$ cat config.mk
export PLATFORM = sky130hd
export DESIGN_NAME = adts_frame_extractor
export DESIGN_NICKNAME = d
export VERILOG_FILES = /design/src/rtl/afe_pkg.sv /design/src/rtl/adts_frame_extractor.sv
export VERILOG_INCLUDE_DIRS = /design/src /design/src/rtl
export SDC_FILE = /design/constraint.sdc
export NUM_CORES = 1
export LEC_CHECK = 0
export BUFFER_PORTS_ARGS = -buffer_cell sky130_fd_sc_hd__buf_2
export CAP_MARGIN = 30
export CORE_ASPECT_RATIO = 1.75
export CORE_MARGIN = 2
export CORE_UTILIZATION = 63
export DETAILED_ROUTE_END_ITERATION = 10
export PLACE_DENSITY = 0.9
export SLEW_MARGIN = 0
export SYNTH_ARGS = -nofsm -noshare
export SYNTH_HDL_FRONTEND = slang
export SYNTH_SLANG_ARGS = --single-unit
$ cat constraint.sdc
create_clock -name clk -period 13 [get_ports clk]
set_input_delay 3.9 -clock clk [delete_from_list [all_inputs] [get_ports clk]]
set_output_delay 3.9 -clock clk [all_outputs]
set_load 0.1 [all_outputs]
$ cat src/rtl/adts_frame_extractor_assert.svh
// ----------------------------------------------------------------------------
// adts_frame_extractor_assert.svh
// Assertion macros shared by the ADTS frame extractor RTL.
// ----------------------------------------------------------------------------
`ifndef ADTS_FRAME_EXTRACTOR_ASSERT_SVH
`define ADTS_FRAME_EXTRACTOR_ASSERT_SVH

// Same-cycle implication, checked on every rising edge outside reset
`define AFE_ASSERT_NOW(label, ante, cons, msg) \
  label: assert property (@(posedge clk) disable iff (rst) (ante) |-> (cons)) \
    else $error(msg);

// Next-cycle implication, checked on every rising edge outside reset
`define AFE_ASSERT_NEXT(label, ante, cons, msg) \
  label: assert property (@(posedge clk) disable iff (rst) (ante) |=> (cons)) \
    else $error(msg);

`endif

$ cat src/rtl/afe_pkg.sv
// ----------------------------------------------------------------------------
// afe_pkg
// Types, constants and header decode for the ADTS frame extractor.
// ----------------------------------------------------------------------------
package afe_pkg;

  localparam int HEADER_BYTES = 7;
  localparam int LEN_W        = 13;

  localparam logic [2:0]       HDR_LAST_IDX   = 3'(HEADER_BYTES - 1);
  localparam logic [LEN_W-1:0] HDR_LEN        = LEN_W'(HEADER_BYTES);
  localparam logic [LEN_W-1:0] MAX_LEN_RESET  = 13'd8191;
  localparam logic [7:0]       SYNC_BYTE      = 8'hFF;
  localparam logic [3:0]       SYNC_NIBBLE    = 4'hF;

  typedef enum logic [1:0] {
    STATUS_FRAME    = 2'd0,
    STATUS_BAD_SYNC = 2'd1,
    STATUS_BAD_LEN  = 2'd2
  } status_t;

  typedef logic [HEADER_BYTES-1:0][7:0] hdr_bytes_t;

  typedef struct packed {
    logic             mpeg_id;
    logic             protection_absent;
    logic [1:0]       profile;
    logic [3:0]       sampling_index;
    logic [2:0]       channel_config;
    logic [LEN_W-1:0] frame_length;
    logic [10:0]      buffer_fullness;
    logic [1:0]       raw_blocks;
  } hdr_fields_t;

  typedef struct packed {
    logic [7:0]  data;
    logic        first;
    logic        last;
    status_t     status;
    hdr_fields_t fields;
  } out_res_t;

  // Pull the fixed header fields out of the seven header bytes
  function automatic hdr_fields_t afe_decode(input hdr_bytes_t h);
    hdr_fields_t f;
    f.mpeg_id           = h[1][3];
    f.protection_absent = h[1][0];
    f.profile           = h[2][7:6];
    f.sampling_index    = h[2][5:2];
    f.channel_config    = {h[2][0], h[3][7:6]};
    f.frame_length      = {h[3][1:0], h[4], h[5][7:5]};
    f.buffer_fullness   = {h[5][4:0], h[6][7:2]};
    f.raw_blocks        = h[6][1:0];
    return f;
  endfunction

endpackage

$ cat src/rtl/adts_frame_extractor.sv
// ----------------------------------------------------------------------------
// adts_frame_extractor
// ADTS header parser and frame byte extractor for an AAC byte stream.
// ----------------------------------------------------------------------------
// Bytes enter one per cycle while in_ready is high. Header bytes are gathered
// without output; on the seventh byte the sync word and frame length are
// checked in the same cycle. A bad header yields one error transaction and the
// next seven bytes are read as a new header. A good header is replayed from the
// header registers through the single output register, one byte per cycle
// unless the output stalls, and input is held off during that replay; payload
// bytes then pass straight through at one per cycle unless the output stalls.
// Every result is registered in the output register. max_frame_length may be
// rewritten only while the block is idle.
// ----------------------------------------------------------------------------
module adts_frame_extractor
  import afe_pkg::*;
(
  input  logic              clk,
  input  logic              rst,
  input  logic              cfg_wr_en,
  input  logic [LEN_W-1:0]  cfg_wr_data,
  input  logic              in_valid,
  output logic              in_ready,
  input  logic [7:0]        data_byte,
  output logic              out_valid,
  input  logic              out_ready,
  output logic [7:0]        out_byte,
  output logic              first_byte,
  output logic              last_byte,
  output logic [1:0]        status,
  output logic              mpeg_id,
  output logic              protection_absent,
  output logic [1:0]        profile,
  output logic [3:0]        sampling_index,
  output logic [2:0]        channel_config,
  output logic [LEN_W-1:0]  frame_length,
  output logic [10:0]       buffer_fullness,
  output logic [1:0]        raw_blocks
);

  `include "adts_frame_extractor_assert.svh"

  logic [LEN_W-1:0] max_frame_length;
  hdr_bytes_t       header_store;
  logic [2:0]       header_count;
  logic             in_payload;
  logic [LEN_W-1:0] bytes_remaining;
  hdr_fields_t      frame_fields;
  logic             replay_active;
  logic [2:0]       replay_idx;
  out_res_t         out_res;

  logic        load_ok;
  logic        in_fire;
  logic        hdr_done;
  logic        replay_step;
  logic        sync_ok;
  logic        len_ok;
  logic        pay_last;
  logic        out_load;
  hdr_bytes_t  hdr_now;
  hdr_fields_t fld_now;
  out_res_t    out_res_next;

  // Handshake
  assign load_ok     = !out_valid || out_ready;
  assign in_ready    = !replay_active &&
                       (load_ok || (!in_payload && header_count != HDR_LAST_IDX));
  assign in_fire     = in_valid && in_ready;
  assign hdr_done    = in_fire && !in_payload && header_count == HDR_LAST_IDX;
  assign replay_step = replay_active && load_ok;
  assign pay_last    = bytes_remaining <= LEN_W'(1);

  // Assemble the header as it stands with the incoming byte in the last slot
  always_comb begin
    hdr_now                 = header_store;
    hdr_now[HDR_LAST_IDX]   = data_byte;
  end

  assign fld_now = afe_decode(hdr_now);
  assign sync_ok = hdr_now[0] == SYNC_BYTE && hdr_now[1][7:4] == SYNC_NIBBLE;
  assign len_ok  = !(fld_now.frame_length > max_frame_length ||
                     fld_now.frame_length < HDR_LEN);

  // Select the next result: header replay, payload pass-through, header verdict
  always_comb begin
    out_res_next        = out_res;
    out_load            = 1'b0;
    if (replay_step) begin
      out_load            = 1'b1;
      out_res_next.data   = header_store[replay_idx];
      out_res_next.first  = 1'b0;
      out_res_next.last   = replay_idx == HDR_LAST_IDX &&
                            frame_fields.frame_length == HDR_LEN;
      out_res_next.status = STATUS_FRAME;
      out_res_next.fields = frame_fields;
    end else if (in_fire && in_payload) begin
      out_load            = 1'b1;
      out_res_next.data   = data_byte;
      out_res_next.first  = 1'b0;
      out_res_next.last   = pay_last;
      out_res_next.status = STATUS_FRAME;
      out_res_next.fields = frame_fields;
    end else if (hdr_done) begin
      out_load            = 1'b1;
      out_res_next.first  = 1'b0;
      out_res_next.last   = 1'b0;
      out_res_next.data   = 8'd0;
      if (!sync_ok) begin
        out_res_next.status = STATUS_BAD_SYNC;
        out_res_next.fields = '0;
      end else if (!len_ok) begin
        out_res_next.status = STATUS_BAD_LEN;
        out_res_next.fields = fld_now;
      end else begin
        out_res_next.data   = hdr_now[0];
        out_res_next.first  = 1'b1;
        out_res_next.status = STATUS_FRAME;
        out_res_next.fields = fld_now;
      end
    end
  end

  // Configuration register
  always_ff @(posedge clk) begin
    if (rst) begin
      max_frame_length <= MAX_LEN_RESET;
    end else if (cfg_wr_en) begin
      max_frame_length <= cfg_wr_data;
    end
  end

  // Gather header bytes
  always_ff @(posedge clk) begin
    if (in_fire && !in_payload) begin
      header_store[header_count] <= data_byte;
    end
  end

  always_ff @(posedge clk) begin
    if (rst) begin
      header_count <= '0;
    end else if (in_fire && !in_payload) begin
      header_count <= (header_count == HDR_LAST_IDX) ? 3'd0 : header_count + 3'd1;
    end
  end

  // Latch decoded fields of an accepted frame
  always_ff @(posedge clk) begin
    if (hdr_done && sync_ok && len_ok) begin
      frame_fields <= fld_now;
    end
  end

  // Replay header bytes after the first one
  always_ff @(posedge clk) begin
    if (rst) begin
      replay_active <= 1'b0;
      replay_idx    <= '0;
    end else if (hdr_done && sync_ok && len_ok) begin
      replay_active <= 1'b1;
      replay_idx    <= 3'd1;
    end else if (replay_step) begin
      if (replay_idx == HDR_LAST_IDX) begin
        replay_active <= 1'b0;
      end
      replay_idx <= (replay_idx == HDR_LAST_IDX) ? 3'd0 : replay_idx + 3'd1;
    end
  end

  // Count payload bytes down to the end of the frame
  always_ff @(posedge clk) begin
    if (rst) begin
      in_payload      <= 1'b0;
      bytes_remaining <= '0;
    end else if (hdr_done && sync_ok && len_ok) begin
      in_payload      <= fld_now.frame_length > HDR_LEN;
      bytes_remaining <= (fld_now.frame_length > HDR_LEN) ?
                         fld_now.frame_length - HDR_LEN : '0;
    end else if (in_fire && in_payload) begin
      if (pay_last) begin
        in_payload      <= 1'b0;
        bytes_remaining <= '0;
      end else begin
        bytes_remaining <= bytes_remaining - LEN_W'(1);
      end
    end
  end

  // Output register
  always_ff @(posedge clk) begin
    if (rst) begin
      out_valid <= 1'b0;
    end else if (out_load) begin
      out_valid <= 1'b1;
    end else if (out_ready) begin
      out_valid <= 1'b0;
    end
  end

  always_ff @(posedge clk) begin
    if (out_load) begin
      out_res <= out_res_next;
    end
  end

  assign out_byte          = out_res.data;
  assign first_byte        = out_res.first;
  assign last_byte         = out_res.last;
  assign status            = out_res.status;
  assign mpeg_id           = out_res.fields.mpeg_id;
  assign protection_absent = out_res.fields.protection_absent;
  assign profile           = out_res.fields.profile;
  assign sampling_index    = out_res.fields.sampling_index;
  assign channel_config    = out_res.fields.channel_config;
  assign frame_length      = out_res.fields.frame_length;
  assign buffer_fullness   = out_res.fields.buffer_fullness;
  assign raw_blocks        = out_res.fields.raw_blocks;

  // Checks
  `AFE_ASSERT_NOW(a_replay_blocks_input, replay_active, !in_ready,
    "input accepted during header replay")
  `AFE_ASSERT_NOW(a_payload_count_clear, in_payload || replay_active,
    header_count == 3'd0, "header count not clear while a frame is open")
  `AFE_ASSERT_NOW(a_replay_idx_range, replay_active,
    replay_idx != 3'd0, "replay index out of range")
  `AFE_ASSERT_NOW(a_first_is_frame, out_valid && first_byte,
    out_res.status == STATUS_FRAME, "first mark on an error result")
  `AFE_ASSERT_NEXT(a_good_header_first, hdr_done && sync_ok && len_ok,
    out_valid && first_byte && replay_active, "good header did not start a frame")

endmodule
==> results.json, run 1 <==
{
  "post_drt_via_cell_ratio": 6.73,
  "syn-mean-instance-area_sq_um": 12.8,
  "mapped_cell_area_sq_mm": 0.00774,
  "synth-async-reset-ratio": 0,
  "synth_nets": 645,
  "cts_tree": "done",
  "design.final.nets": 709,
  "synth_seq_area_share": 0.642,
  "drc": 0,
  "buffer_ports.inserted": 76,
  "worst-setup-path-type": "input pin to primary output",
  "synth_commonest_cells": "142 x edfxtp_1, 53 x nand2_1, 37 x a22o_1, 35 x dfxtp_1, 34 x a21oi_1",
  "final_hold_viol_count": 0,
  "crit_path_max_fanout": 11,
  "io_pins": 77,
  "setup_violations": 0,
  "die-height_microns": 151,
  "grt_antenna_before_repair": 0,
  "min-delay-path-class": "register to register",
  "synthDominantCellAreaShare": 0.551,
  "synth_top_cell_by_area": "edfxtp_1",
  "min_period_over_period": 0.680,
  "grt_pass1_wl_mm": 28.8,
  "cts.repair.resized": 0,
  "final_antenna_net_count": 0,
  "netlist_instances": 603,
  "finalWeightedCongestion": 0.891,
  "kind_of_start_point_of_the_critical_path": "input pin",
  "tightest_slew_ps": 986,
  "comb_power_share": 0.028,
  "cts-hold-fix-buffers": 0,
  "antenna_cells": 0,
  "layout.area.seq_sq_mm": 0.00496,
  "cts_root_cell": "clkbuf_16",
  "start_util": 0.645,
  "switching_share": 0.229,
  "post-place-ws_ps": 4150,
  "synth.distinct_cells": 58,
  "ys_warn_count": 0,
  "area_grow_syn2layout_pct": 14.0,
  "die_width_microns": 87.8,
  "n_fill_cell": 736,
  "die_area_sq_mm": 0.0132,
  "path_clk_slew_ps": 70,
  "grt_max_degree": 50,
  "setup_ws_ps": 4150,
  "post-synth-top-count-cell": "edfxtp_1",
  "outcome": "completed",
  "number_of_global_route_vias_before_repair": 5393,
  "clockPowerShare": 0.442,
  "internal_power_uw": 899,
  "cts_htree_levels": 4,
  "cts_buffers": 17,
  "setup_repair_after_global_routing_missed_its_margin": "false",
  "drtIter0Drc": 758,
  "clock_insertion_delay_worst_skew_ps": 440,
  "worst_setup_path_end_kind": "primary output",
  "slew_margin_rel": 0.333,
  "multi_input_comb_area_sq_mm": 0.00255,
  "grtUsageTotal": 0.298,
  "timing.clock.skew_ps": 7.51,
  "power.ir.vdd_worst_uv": 106,
  "timing.final.max_slew_violations": 0,
  "worstPathArrival_ps": 4950,
  "drt-wirelength-per-cell_microns": 22.5,
  "fp-row-count": 53,
  "maxCapViolCount": 0,
  "core_footprint_sq_mm": 0.0120,
  "hpwl_mm": 12.5,
  "max_clock_freq_mhz": 113,
  "p_per_area_mw_per_mm2": 132,
  "leakage_uw": 0.00329,
  "synth.ff_latch_count": 177,
  "setup_tns_ps": 0,
  "cts_buffer_depth": 2,
  "drt_first_pass_iters": 5,
  "seq_power_share": 0.530,
  "p_switching_uw": 267,
  "clock_sinks": 177,
  "detailroute.via_count": 5685,
  "synth-edff-count": 142,
  "grt-ovfl-total": 0,
  "synth_flop_cell": "edfxtp_1",
  "postCtsSetupBuffers": 0,
  "finalCriticalPeriod_ps": 8850,
  "post_route_cells_drive_above_1_share": 0.188,
  "yosys-top-cells-area": "edfxtp_1 55%, dfxtp_1 9.1%, a22o_1 4.2%",
  "drt-total-wl_mm": 19.0,
  "timing.critical_path.required_ps": 9100
}
[sequential cells by signal (all words and copies together) (netlist names), 4 cells and up]
signal and cells:
frame_fields 37, fld_now 29, hdr_now 19, bytes_remaining 13, frame_length 13, max_frame_length 13
buffer_fullness 11, header_store 8, out_byte 8, sampling_index 4
[critical path, stage by stage]
cell	delay [ps]
buf_2	70
nand2b_1	300
nor2_1	90
nor2_1	140
buf_2	450
[kinds of logic (layout without fill, tap and decap cells)]
kind of cell | count (synthesis) | in the layout | synth area share
and+or+nand+nor | 178 | 178 | 0.122
muxes | 20 | 20 | 0.0388
adders and majority gates | 16 | 16 | 0.0259
AOI/OAI and AO/OA | 143 | 143 | 0.129
xor gates and xnor gates | 11 | 11 | 0.0124
buffers and inverters | 58 | 135 | 0.0302
DFF | 177 | 177 | 0.642
[through the flow]
| step | util | total power (uW) | cell area [sq um] | hold WS (ps) | instances |
|---|---|---|---|---|---|
| after floorplan | - | 647 | 7740 | 445 | 603 |
| after global placement | 0.685 | 660 | 8220 | 467 | 812 |
| after detailed placement | 0.686 | 662 | 8230 | 471 | 813 |
| after CTS | 0.735 | 1170 | 8820 | 490 | 845 |
| after global routing | 0.735 | 1190 | 8820 | 503 | 845 |
| final | 0.735 | 1170 | 8820 | 489 | 845 |
[cell type report]
| class | count | area share |
|---|---|---|
| clock buffers | 17 | 0.0482 |
| well taps | 165 | 0.0234 |
| inverters | 19 | 0.00808 |
| multi-input cells | 368 | 0.289 |
| repair buffers | 84 | 0.0499 |
| flip-flops and latches | 177 | 0.563 |
| clock inverters | 15 | 0.0193 |
[placed cells by master (no fill, tap or decap), types with 16 or more instances in the layout]
cell type / instances
a21oi_1: 34
a22o_1: 37
buf_2: 76
clkbuf_16: 17
dfxtp_1: 35
edfxtp_1: 142
ha_1: 16
inv_1: 17
nand2_1: 53
nor2_1: 29
o211ai_1: 21
o21ai_0: 20
[path summary, 6_finish.rpt]
check	startpoint	to	slack (ps)	cells past startpoint
worst max-delay path	out_ready	in_ready	4150	5
worst min-delay path	max_frame_length[0]	max_frame_length[0]	490	2
worst max register to register	fld_now[25]	out_byte[0]	9810	7
worst min register to register	max_frame_length[0]	max_frame_length[0]	490	2
[power groups by stage]
stage               logic (uW)  registers, uW  clock network [uW]
global route              36.0            618                 539
CTS                       32.7            618                 516
detailed placement        32.0            630                   0
finish                    33.0            618                 516
global placement          30.2            630                   0
floorplan                 18.3            629                   0
[per-layer routing]
metal  track usage  routed length, microns  vias up
li1              -                       -     2454
met1         0.333                    6400     2772
met4         0.168                     980        0
met2         0.518                   10100      383
met5             0                       0        -
met3        0.0630                    1490       76
Note: power is estimated with default switching activity, not from simulation.
==> inputs of run 2 (changes only) <==
--- a/config.mk
+++ b/config.mk
@@ -10,9 +10,9 @@
 export CAP_MARGIN = 30
 export CORE_ASPECT_RATIO = 1.75
 export CORE_MARGIN = 2
-export CORE_UTILIZATION = 63
+export CORE_UTILIZATION = 59
 export DETAILED_ROUTE_END_ITERATION = 10
-export PLACE_DENSITY = 0.9
+export PLACE_DENSITY = 0.86
 export SLEW_MARGIN = 0
 export SYNTH_ARGS = -nofsm -noshare
 export SYNTH_HDL_FRONTEND = slang
==> constraint.sdc (replaced) <==
create_clock -name clk -period 8.67 [get_ports clk]
set_input_delay 2.601 -clock clk [delete_from_list [all_inputs] [get_ports clk]]
set_output_delay 2.601 -clock clk [all_outputs]
set_load 0.1 [all_outputs]
==> results.json, run 2 (same netlist as run 1, synthesis figures left out) <==
{
  "critical-path-top-delay-family": "buffers and inverters",
  "final_hold_viol_count": 0,
  "drt_first_pass_iters": 5,
  "clock_sinks": 177,
  "slew_margin_rel": 0.387,
  "cts_buffer_depth": 2,
  "buffer_ports.inserted": 76,
  "hold_path.startpoint": "fld_now[34]",
  "grt_max_degree": 50,
  "io_pins": 77,
  "core_footprint_sq_mm": 0.0129,
  "critical-path-slowest-cell": "buf_2",
  "internal_power_uw": 1320,
  "comb_power_share": 0.029,
  "grtUsageTotal": 0.275,
  "setup_ws_ps": 2490,
  "seq_power_share": 0.542,
  "path_clk_slew_ps": 70,
  "cts_htree_levels": 4,
  "design.final.nets": 710,
  "power.total_uw": 1710,
  "drt-total-wl_mm": 18.7,
  "regToRegSetupSlack_ps": 5550,
  "largest_register_ff_count": 37,
  "clockPowerShare": 0.429,
  "clock_insertion_delay_worst_skew_ps": 430,
  "cts_buffers": 17,
  "switching_share": 0.230,
  "tightest_slew_ps": 918,
  "p_per_area_mw_per_mm2": 194,
  "cts_root_cell": "clkbuf_16",
  "dp_cells": 820,
  "final_common_cell": "edfxtp_1",
  "detailroute.via_count": 5524,
  "die_area_sq_mm": 0.0141,
  "area_grow_syn2layout_pct": 13.8,
  "setup_repair_after_global_routing_missed_its_margin": "false",
  "met1Wirelength_mm": 6.08,
  "worstPathArrival_ps": 3580,
  "path_buf_inv": 2,
  "die-height_microns": 156,
  "sum_of_met3_wire_segment_lengths_after_detailed_routing_mm": 1.18,
  "worst-setup-path-type": "input pin to primary output",
  "outcome": "completed",
  "maxCapViolCount": 0,
  "cts.repair.resized": 0,
  "antenna_cells": 0,
  "drtIter0Drc": 650,
  "kind_of_start_point_of_the_critical_path": "input pin",
  "worst_r2r_startpoint": "fld_now[25]",
  "cts_tree": "done",
  "timing.final.max_slew_violations": 0,
  "route.met2.wl_mm": 9.99,
  "start_util": 0.601,
  "timing.critical_path.required_ps": 6070,
  "finalCriticalPeriod_ps": 6180,
  "max_clock_freq_mhz": 162,
  "most_used_cells_in_the_layout_excluding_fill_and_tap_cells": "142 x edfxtp_1, 76 x buf_2, 53 x nand2_1, 37 x a22o_1, 35 x dfxtp_1",
  "timing.reg2reg.worst_path_depth": 7,
  "setup_violations": 0,
  "post_route_cells_drive_above_1_share": 0.189,
  "post-place-ws_ps": 2490,
  "cp_slowest_stage_delay_ps": 430,
  "finalWeightedCongestion": 0.945,
  "p_switching_uw": 394,
  "registers.top_by_ff_count": "frame_fields",
  "leakage_uw": 0.00329,
  "grt_pass1_wl_mm": 29.3,
  "drc": 0,
  "hpwl_mm": 13.1,
  "final_antenna_net_count": 0,
  "fp-row-count": 55,
  "power.ir.vdd_worst_uv": 141,
  "number_of_global_route_vias_before_repair": 5461,
  "postCtsSetupBuffers": 0,
  "critical_path.reg2reg.endpoint": "bytes_remaining[4]",
  "grt-ovfl-total": 0,
  "cp_cell_sequence": "buf_2 -> nand2b_1 -> nor2_1 -> nor2_1 -> buf_2",
  "finish.cell_count_without_fillers": 852,
  "crit_path_max_fanout": 11,
  "top_signal_layer_used": "met4",
  "final_util": 0.684,
  "min_period_over_period": 0.713,
  "grt_antenna_before_repair": 0,
  "drt-wirelength-per-cell_microns": 22.0,
  "post_drt_via_cell_ratio": 6.48,
  "worstHoldPathCells": 0,
  "min_delay_worst_endpoint": "frame_fields[34]",
  "setup_tns_ps": 0,
  "timing.clock.skew_ps": 11.4,
  "die_width_microns": 90.6,
  "cts-hold-fix-buffers": 0,
  "worst_setup_path_end_kind": "primary output",
  "min-delay-path-class": "register to register"
}
## run 2: cell count changes in the layout (fill, tap and decap cells not counted), sizes merged
cell / change
inv: +2
buf: +1
bufinv: -1
clkinvlp: -1
## run 2: how the worst max path moves through the flow
stage          cells after the start       from  slack [ps]         endpoint
2_1_floorplan                      5   in_valid        1040  frame_fields[0]
3_3_place_gp                       5  out_ready        2520         in_ready
3_5_place_dp                       5  out_ready        2490         in_ready
4_1_cts                            5  out_ready        2480         in_ready
5_1_grt                            5  out_ready        2400         in_ready
6_report                           5  out_ready        2490         in_ready
## run 2: through the flow
stage	area [sq um]	hold slack, ps
2_1_floorplan	7740	445
3_3_place_gp	8240	468
3_5_place_dp	8240	470
4_1_cts	8810	485
5_1_grt	8810	511
6_report	8810	488
## run 2: routing by layer
metal | track usage | vias to the layer above
met4 | 0.204 | 0
met2 | 0.499 | 324
met1 | 0.283 | 2635
met3 | 0.0431 | 97
met5 | 0 | -
li1 | - | 2468
## run 2: cell type report
class	count	area (sq um)
inverter	19	71.3
fill	908	4060
multi-input combinational	368	2550
clock buffer	17	425
clock inverter	15	139
tap	171	214
timing repair buffer	85	448
sequential	177	4960
## run 2: worst reg2reg max path, stage by stage (launching register included)
cell	delay (ps)
edfxtp_1	580
ha_1	390
a21oi_1	190
o21ai_0	140
o211a_1	300
or3b_1	580
or4_1	680
a31oi_1	190
## run 2: power by group through the flow
stage / registers [uW] / logic [uW] / clock network (uW)
finish: 927 / 49.6 / 735
global route: 928 / 54.0 / 765
CTS: 927 / 49.0 / 738
detailed placement: 946 / 48.2 / 0
global placement: 945 / 45.2 / 0
floorplan: 943 / 27.4 / 0
